==> config.mk <==
export PLATFORM = sky130hd
export DESIGN_NAME = qpid_mixer
export DESIGN_NICKNAME = d
export VERILOG_FILES = /design/src/hw/rtl/qpid_pkg.sv /design/src/hw/rtl/qpid_mixer.sv
export SDC_FILE = /design/constraint.sdc
export NUM_CORES = 1
export LEC_CHECK = 0
export ABC_AREA = 1
export BUFFER_PORTS_ARGS = -buffer_cell sky130_fd_sc_hd__buf_2
export CORE_ASPECT_RATIO = 1.5
export CORE_MARGIN = 4
export CORE_UTILIZATION = 60
export DETAILED_ROUTE_END_ITERATION = 6
export GPL_TIMING_DRIVEN = 0
export PLACE_DENSITY = 0.82
export SYNTH_ARGS = -nofsm -noshare
export SYNTH_HDL_FRONTEND = slang
export SYNTH_SLANG_ARGS = --single-unit
==> constraint.sdc <==
create_clock -name vclk -period 21.1
set_input_delay 4.22 -clock vclk [all_inputs]
set_output_delay 4.22 -clock vclk [all_outputs]
set_load 0.03 [all_outputs]
==> src/hw/rtl/qpid_pkg.sv <==
// shared constants and types of the two-axis pid mixer
// no dependencies
package qpid_pkg;

  localparam int unsigned IntegWidthDefault = 32;
  localparam int unsigned AngleW            = 16;
  localparam int unsigned GainW             = 16;
  localparam int unsigned MotorW            = 16;
  localparam int unsigned CfgIdxW           = 3;
  localparam int unsigned FracBits          = 20;
  localparam int unsigned NumMotors         = 4;

  typedef enum logic [CfgIdxW-1:0] {
    REG_KP_ROLL       = 3'd0,
    REG_KI_ROLL       = 3'd1,
    REG_KD_ROLL       = 3'd2,
    REG_KP_PITCH      = 3'd3,
    REG_KI_PITCH      = 3'd4,
    REG_KD_PITCH      = 3'd5,
    REG_MOTOR_FLOOR   = 3'd6,
    REG_MOTOR_CEILING = 3'd7
  } qpid_reg_e;

  // pipeline advance strobes for the multiply and sum stages
  typedef struct packed {
    logic load_s2;
    logic load_s3;
  } qpid_adv_t;

endpackage

==> src/hw/rtl/qpid_mixer.sv <==
// truncation of both corrections, x-frame mix and motor clamp
// depends on qpid_pkg
module qpid_mixer import qpid_pkg::*; #(
  parameter int unsigned IntegW = IntegWidthDefault,
  localparam int unsigned AccW  = IntegW + 18
) (
  input  logic signed [AccW-1:0]                acc_roll_i,
  input  logic signed [AccW-1:0]                acc_pitch_i,
  input  logic        [MotorW-1:0]              throttle_i,
  input  logic        [MotorW-1:0]              floor_i,
  input  logic        [MotorW-1:0]              ceiling_i,
  output logic        [NumMotors-1:0][MotorW-1:0] motor_o
);

  localparam int unsigned UW   = AccW - FracBits;
  localparam int unsigned MixW = UW + 2;

  logic                   fix_roll, fix_pitch;
  logic signed [UW-1:0]   ur, up;
  logic signed [MixW-1:0] thr_ext, ur_ext, up_ext, ceil_ext, floor_ext;
  logic signed [MixW-1:0] mix [NumMotors];

  // round toward zero: bump negative values that lost fraction bits
  assign fix_roll  = acc_roll_i[AccW-1] & (|acc_roll_i[FracBits-1:0]);
  assign fix_pitch = acc_pitch_i[AccW-1] & (|acc_pitch_i[FracBits-1:0]);

  assign ur = $signed(acc_roll_i[AccW-1:FracBits]) + $signed({{(UW-1){1'b0}}, fix_roll});
  assign up = $signed(acc_pitch_i[AccW-1:FracBits]) + $signed({{(UW-1){1'b0}}, fix_pitch});

  assign thr_ext   = $signed({{(MixW-MotorW){1'b0}}, throttle_i});
  assign ceil_ext  = $signed({{(MixW-MotorW){1'b0}}, ceiling_i});
  assign floor_ext = $signed({{(MixW-MotorW){1'b0}}, floor_i});
  assign ur_ext    = {{2{ur[UW-1]}}, ur};
  assign up_ext    = {{2{up[UW-1]}}, up};

  assign mix[0] = thr_ext + ur_ext + up_ext;
  assign mix[1] = thr_ext + ur_ext - up_ext;
  assign mix[2] = thr_ext - ur_ext + up_ext;
  assign mix[3] = thr_ext - ur_ext - up_ext;

  // ceiling wins over floor
  always_comb begin
    for (int k = 0; k < NumMotors; k++) begin
      if (mix[k] > ceil_ext) begin
        motor_o[k] = ceiling_i;
      end else if (mix[k] < floor_ext) begin
        motor_o[k] = floor_i;
      end else begin
        motor_o[k] = mix[k][MotorW-1:0];
      end
    end
  end

endmodule

== Word-level counts from Yosys, hierarchy flattened ==
Cells that the tools add are included.
Storage, ports and cells
  output and inout port bits: 64
  register bits: 0
  word-level logic and storage cells: 28
  bits of input ports: 148
Cells by class
  add/subtract/negate cells: 8
  bitwise operators: 2
  reduce and logical (&&, ||, !) cells: 2
  magnitude comparators: 8
  mux-type cells: 8
Operator list (count)
  $gt 32x17->1: 4
  $lt 32x17->1: 4
  $mux 16: 8
  $add 31x30->32: 2
  $sub 31x30->32: 2
  $add 30x2->30: 2
  $reduce_or 20->1: 2
  $add 17x30->31: 1
  $sub 17x30->31: 1
  $and 1x1->1: 2

== Logic depth before layout (Yosys ltp) ==
Gate-level depths: netlist of run 1.
  depth after elaboration: 8
  gate-level depth with buffers: 48
  gate-level depth less buffers: 46

== Worst setup path before layout of run 1 ==
No wires, ideal clock.
  path type: input-to-output
  start point: input acc_roll_i[8]
  end point: output motor_o[21] (netlist bit)
  data required time: 16.880 ns
  arrival: 9.826 ns
  path slack: 7.054 ns
  cell stages on the path: 40
  cell sequence: nor4_1 -> nand3_1 -> o21ai_0 -> inv_1 -> ha_1 -> and3_1 -> xor2_1 -> inv_1 -> ha_1 -> inv_1 -> nor3_1 -> a211oi_1 -> o21ai_0 -> nand3_1 -> nand2_1 -> nand2_1 -> nand2_1 -> a21boi_0 -> (+4 left out) -> inv_1 -> nand2_1 -> nand2_1 -> inv_1 -> nand2_1 -> a21oi_1 -> nand2_1 -> xor2_1 -> ha_1 -> nand2_1 -> nor2_1 -> nand4_1 -> a31oi_1 -> nor2_1 -> o211ai_4 -> clkbuf_1 -> nand3_1 -> nand2_1
RTL lines
  start, declared: RTL line qpid_mixer.sv:7  | input logic signed [AccW-1:0] acc_roll_i,
  end, declared: RTL line qpid_mixer.sv:12  | output logic [NumMotors-1:0][MotorW-1:0] motor_o

==> run_results.csv, run 1 <==
group,metric,value,unit
outcome,status,"finished with violations",
detailed_routing,drt_iter0_markers,1892,
detailed_routing,vias_per_cell,5.47,
pwr,clkPwrFrac,0,
sta,worstMarginPinSlew,0.810,ns
cells_and_area,final_area,20200,um2
clocking,cts_resized,0,
worst_setup_path,worstPathRequired,16.88,ns
yosys,syn_area,18600,um2
worst_setup_path,setup.worst_path.end_class,"primary output",
sta,finalCriticalPeriod,15.94,ns
cells_and_area,final_nets,4174,
worst_hold_path,hold_path_end,"motor_o[13]",
floorplanning,die_w,152,um
pwr,p_sw,0.926,mW
floorplanning,start_util,0.611,
pwr,internal_power,0.448,mW
outcome,failed_checks,"DRC",
floorplanning,io_pins,212,
pwr,cellPowerDensity,68.1,nW/um2
floorplanning,num_rows,78,
floorplanning,die_h,224,um
floorplanning,die_area,34000,um2
sta,fmax,62.7,MHz
global_route,grt_max_degree,11,
worst_setup_path,path_max_fanout,10,
cells_and_area,drive_gt1_frac,0.115,
detailed_routing,vias,22600,
yosys,synth_top_cell_by_area,"nand2_1",
global_route,grt_use_total,0.390,
worst_setup_path,critical_path_class,"in2out",
worst_setup_path,worst_setup_path_start_kind,"primary input",
detailed_routing,route.detailed.drc,7,
yosys,yosysTopAreaCellShare,0.233,
place,place.port_buffers,212,
worst_setup_path,arrival,11.72,ns
sta,rsz0062_at_grt,"false",
cells_and_area,clockBufferCount,0,
yosys,synthTopCellsByArea,"nand2_1 23%, ha_1 19%, inv_1 13%, nand3_1 8.6%, xor2_1 6.5%",
place,place_area,20200,um2
sta,hold_violations,0,
yosys,synth.yosys.seq_area_share,0,
clocking,hold_buffers,0,
yosys,synth_nets,3960,
pwr,irDropWorstVdd,23.7,uV
worst_hold_path,hp-class,"in2out",
yosys,postSynthCellCount,3523,
global_route,grt_pass1_vias,21200,
cells_and_area,synthToLayoutAreaGrowth,8.42,%
flow_run,cap_violations,0,
global_route,grt_overflow,0,
worst_setup_path,startpoint,"acc_roll_i[1]",
sta,relSlewSlack,0.458,
sta,final-max-slew-violation-count,0,
worst_setup_path,cpMaxStageDelayCell,"nor3_1",
worst_setup_path,max_stage_delay,0.43,ns
cells_and_area,seqCellArea,0,um2
yosys,syn-mean-instance-area,5.28,um2
yosys,synth_commonest_cells,"1153 x nand2_1, 654 x inv_1, 321 x nand3_1, 283 x ha_1, 264 x nor2_1",
yosys,synth_most_common_cell,"nand2_1",
place,dp_hpwl,61700,um
worst_hold_path,hold_start,"ceiling_i[13]",
pwr,switching_share,0.674,
clocking,post_cts_buffers,0,
sta,tns,0,ns
pwr,total_leakage_power,12.5,nW
pwr,comb_power_share,1.000,
worst_hold_path,min_path_cells,4,
detailed_routing,wire_per_inst,17.0,um
place,gp_congestion,1.14,
pwr,seqPwrFrac,0,
detailed_routing,wl,70300,um
worst_setup_path,crit_top_cell,"nand2_1",
global_route,antenna_found_initial,0,
cells_and_area,n_sequential_cell,0,
global_route,grt_pass1_wl,107000,um
sta,setup_viol,0,
detailed_routing,firstDrtPassIters,7,
detailed_routing,route.antenna.remaining_nets,0,
floorplanning,core,30400,um2
yosys,synth.distinct_cells,53,
yosys,ys_warn_count,0,
sta,timing.final.crit_share,0.755,
## logic make-up (layout without fill, tap and decap cells)
group | after synthesis | after routing | synth area share
compound gates | 311 | 311 | 0.0947
xor+xnor | 144 | 144 | 0.0688
fa+ha+maj | 289 | 289 | 0.197
buf+inv | 776 | 988 | 0.167
other cells | 0 | 2 | 0
simple gates | 2003 | 2003 | 0.473
## worst max-delay path by stage
stage	endpoint	cells after the start	slack (ns)
finish	motor_o[21]	40	5.16
global route	motor_o[11]	42	4.54
CTS	motor_o[21]	40	5.34
detailed placement	motor_o[21]	40	5.33
global placement	motor_o[21]	40	5.29
floorplan	motor_o[21]	40	7.05
## per-layer routing
| layer | global-route usage | up-vias | routed length (um) |
|---|---|---|---|
| li1 | - | 11500 | - |
| met2 | 0.691 | 1045 | 32700 |
| met4 | 0.353 | 0 | 7900 |
| met1 | 0.403 | 9800 | 24600 |
| met3 | 0.0400 | 348 | 5070 |
| met5 | 0 | - | 0 |
## metrics by stage
stage	util	total power [mW]	setup slack [ns]	cells	hold slack, ns
after floorplan	-	0.991	7.05	3523	8.68
after global placement	0.662	1.32	5.29	4135	8.90
after detailed placement	0.662	1.34	5.33	4135	8.90
after CTS	0.662	1.35	5.34	4135	8.90
after global routing	0.662	1.53	4.54	4135	8.91
final	0.663	1.37	5.16	4137	8.91
## cells in the final DEF, fill, tap and decap left out, types with 23 or more instances in the layout
cell / count
a21oi_1: 182
buf_2: 250
clkbuf_1: 23
ha_1: 283
inv_1: 654
inv_2: 29
nand2_1: 1153
nand2_2: 36
nand3_1: 321
nand4_1: 72
nor2_1: 264
nor2_2: 30
nor3_1: 38
o21ai_0: 58
xor2_1: 138
## worst max-delay path: cells and delay by family
| kind | cells | cell delay (ns) |
|---|---|---|
| buffers and inverters | 8 | 1.26 |
| AND/OR/NAND/NOR | 17 | 2.72 |
| AO/OA/AOI/OAI | 8 | 1.58 |
| adder cells (fa/ha/maj) | 4 | 1.01 |
| XOR/XNOR | 3 | 0.92 |
## layout make-up
| type | instances | area (um2) |
|---|---|---|
| timing repair buffer | 212 | 1060 |
| inverter | 688 | 2580 |
| tap | 400 | 500 |
| buffer | 88 | 518 |
| antenna | 2 | 5.00 |
| fill | 3341 | 10300 |
| multi-input combinational | 2747 | 15500 |
## power by group through the flow
stage | combinational (mW) | clock [mW] | sequential [mW]
3_3_place_gp | 1.32 | 0 | 0
6_report | 1.37 | 0.0000000127 | 0
5_1_grt | 1.53 | 0 | 0
4_1_cts | 1.35 | 0 | 0
3_5_place_dp | 1.34 | 0 | 0
2_1_floorplan | 0.991 | 0 | 0
Power figures use the tool's default switching activity.
==> inputs of run 2 (changes only) <==
--- a/config.mk
+++ b/config.mk
@@ -5,14 +5,14 @@
 export SDC_FILE = /design/constraint.sdc
 export NUM_CORES = 1
 export LEC_CHECK = 0
-export ABC_AREA = 1
+export ABC_AREA = 0
 export BUFFER_PORTS_ARGS = -buffer_cell sky130_fd_sc_hd__buf_2
 export CORE_ASPECT_RATIO = 1.5
 export CORE_MARGIN = 4
 export CORE_UTILIZATION = 60
 export DETAILED_ROUTE_END_ITERATION = 6
 export GPL_TIMING_DRIVEN = 0
-export PLACE_DENSITY = 0.82
+export PLACE_DENSITY = 0.83
 export SYNTH_ARGS = -nofsm -noshare
 export SYNTH_HDL_FRONTEND = slang
 export SYNTH_SLANG_ARGS = --single-unit
==> constraint.sdc (replaced) <==
create_clock -name vclk -period 15
set_input_delay 3 -clock vclk [all_inputs]
set_output_delay 3 -clock vclk [all_outputs]
set_load 0.03 [all_outputs]
==> run 2 against run 1 <==
Compared with the run above: highest routed layer unchanged; setup slack got worse by 5.0 ns; critical endpoint is now motor_o[45]; largest cell class unchanged; non-clock buffer count up 17; the flow still finishes with violations (DRC); utilization rose by 1.8 points; critical path depth is 8 lower; via count decreased by 12%; sequential share of layout area stayed put; synthesized cell count decreased by 34%; synthesized area fell by 14%; final cell count decreased by 31%; wire length shrank 2.7%.
==> run_results.csv, run 2 <==
group,metric,value,unit
yosys,synth_commonest_cells,"283 x ha_1, 193 x nor2_1, 158 x a21oi_1, 157 x inv_1, 144 x nand2_1",
sta,setup_viol,0,
detailed_routing,route.detailed.drc,8,
worst_setup_path,path_max_fanout,10,
worst_setup_path,worst_setup_path_start_kind,"primary input",
worst_setup_path,cp-endpoint,"motor_o[45]",
yosys,postSynthCellCount,2310,
sta,worstMarginPinSlew,1.12,ns
worst_setup_path,cp.depth,32,
global_route,grt_pass1_vias,19400,
floorplanning,start_util,0.614,
worst_setup_path,arrival,11.85,ns
cells_and_area,final_common_cell,"ha_1",
cells_and_area,final_cell_mix,"280 x ha_1, 218 x buf_2, 191 x nor2_1",
sta,hold_violations,0,
yosys,synth.distinct_cells,97,
detailed_routing,drt_iter0_markers,1982,
floorplanning,die_area,29300,um2
place,gp_congestion,1.16,
floorplanning,io_pins,212,
sta,final-max-slew-violation-count,0,
cells_and_area,multi_input_area,15100,um2
worst_setup_path,crit_top_cell,"ha_1",
cells_and_area,seqCellArea,0,um2
outcome,failed_checks,"DRC",
cells_and_area,drive_gt1_frac,0.124,
sta,fmax,67.3,MHz
cells_and_area,final_nets,2952,
worst_hold_path,hp-class,"in2out",
yosys,synth.yosys.seq_area_share,0,
cells_and_area,clockBufferCount,0,
yosys,yosysTopAreaCellShare,0.222,
worst_setup_path,startpoint,"acc_roll_i[10]",
global_route,grtUsageMet2,0.749,
place,place.port_buffers,209,
worst_setup_path,crit_family,"compound AO/OA/AOI/OAI gates",
yosys,synth_most_common_cell,"ha_1",
worst_setup_path,worstPathRequired,12.00,ns
detailed_routing,wl,68400,um
clocking,hold_buffers,0,
worst_setup_path,cpMaxStageDelayCell,"o31ai_4",
global_route,grt_use_met1,0.453,
global_route,grt_max_degree,11,
detailed_routing,wire_per_inst,24.0,um
worst_setup_path,max_stage_delay,0.60,ns
place,place_inst,2852,
flow_run,cap_violations,0,
floorplanning,core,25900,um2
yosys,synthTopCellsByArea,"ha_1 22%, xnor2_1 6.1%, a21oi_1 5.0%, mux2i_1 4.8%, nor2_1 4.5%",
yosys,syn_area,15900,um2
floorplanning,die_w,141,um
place,dpl_worst_slack,-0.848,ns
cells_and_area,fin_cells,2852,
worst_setup_path,critical_path_class,"in2out",
cells_and_area,fillers,2412,
sta,setup_slack,0.147,ns
worst_setup_path,setup.worst_path.end_class,"primary output",
sta,finalCriticalPeriod,14.85,ns
global_route,grtUsageMet3,0.0841,
yosys,ys_warn_count,0,
yosys,syn-mean-instance-area,6.89,um2
yosys,synth_top_cell_by_area,"ha_1",
worst_setup_path,crit_buf_inv,7,
floorplanning,num_rows,72,
detailed_routing,firstDrtPassIters,7,
sta,timing.final.crit_share,0.990,
outcome,status,"finished with violations",
yosys,synth_nets,2747,
global_route,antenna_found_initial,4,
global_route,grt_pass1_wl,105000,um
sta,relSlewSlack,0.253,
global_route,grt_use_total,0.445,
detailed_routing,route.antenna.remaining_nets,0,
place,dp_hpwl,57500,um
detailed_routing,vias,19900,
cells_and_area,synthToLayoutAreaGrowth,10.8,%
floorplanning,die_h,208,um
global_route,top_usage_layer,"met2",
cells_and_area,n_sequential_cell,0,
detailed_routing,vias_per_cell,6.99,
global_route,grt_overflow,0,
## run 2: final cells by class
class | instances | area share
multi-input combinational | 2033 | 0.854
inverter | 163 | 0.0347
antenna | 6 | 0.000851
tap | 333 | 0.0236
timing repair buffer | 211 | 0.0604
buffer | 106 | 0.0261
## run 2: cell families (layout without fill, tap and decap cells)
group	after synthesis	after routing	synth area share
compound gates	719	719	0.311
xor+xnor	166	166	0.0913
fa+ha+maj	289	289	0.230
buf+inv	277	480	0.0681
mux	82	82	0.0522
other cells	0	6	0
simple gates	777	777	0.247
## run 2: worst min path at each step
stage	from	end	slack, ns	depth (start not counted)
2_1_floorplan	ceiling_i[0]	motor_o[32]	6.18	1
3_3_place_gp	ceiling_i[2]	motor_o[50]	6.44	4
3_5_place_dp	ceiling_i[2]	motor_o[50]	6.44	4
4_1_cts	ceiling_i[2]	motor_o[50]	6.44	4
5_1_grt	ceiling_i[2]	motor_o[50]	6.46	4
6_report	ceiling_i[2]	motor_o[50]	6.44	4
## run 2: what timing repair did
item / in CTS / in global routing
resized for setup: 8 / 60
endpoints found under the hold margin: 0 / 0
buffers inserted: 0 / 2
pin swaps: 0 / 6
setup endpoints to repair: 64 / 64
## run 2: layer usage
| metal | vias to the layer above | part of all wire |
|---|---|---|
| met5 | - | 0 |
| met4 | 0 | 0.12 |
| met3 | 469 | 0.074 |
| met2 | 1278 | 0.46 |
| met1 | 9131 | 0.34 |
| li1 | 9049 | - |
## run 2: metrics by stage
| step | util | instance area [um2] | hold slack, ns | setup TNS [ns] |
|---|---|---|---|---|
| final | 0.680 | 17700 | 6.44 | 0 |
| after global routing | 0.680 | 17600 | 6.46 | -0.0854 |
| after detailed placement | 0.670 | 17400 | 6.44 | -28.53 |
| after CTS | 0.672 | 17400 | 6.44 | 0 |
| after floorplan | - | 15900 | 6.18 | 0 |
| after global placement | 0.670 | 17400 | 6.44 | -19.16 |
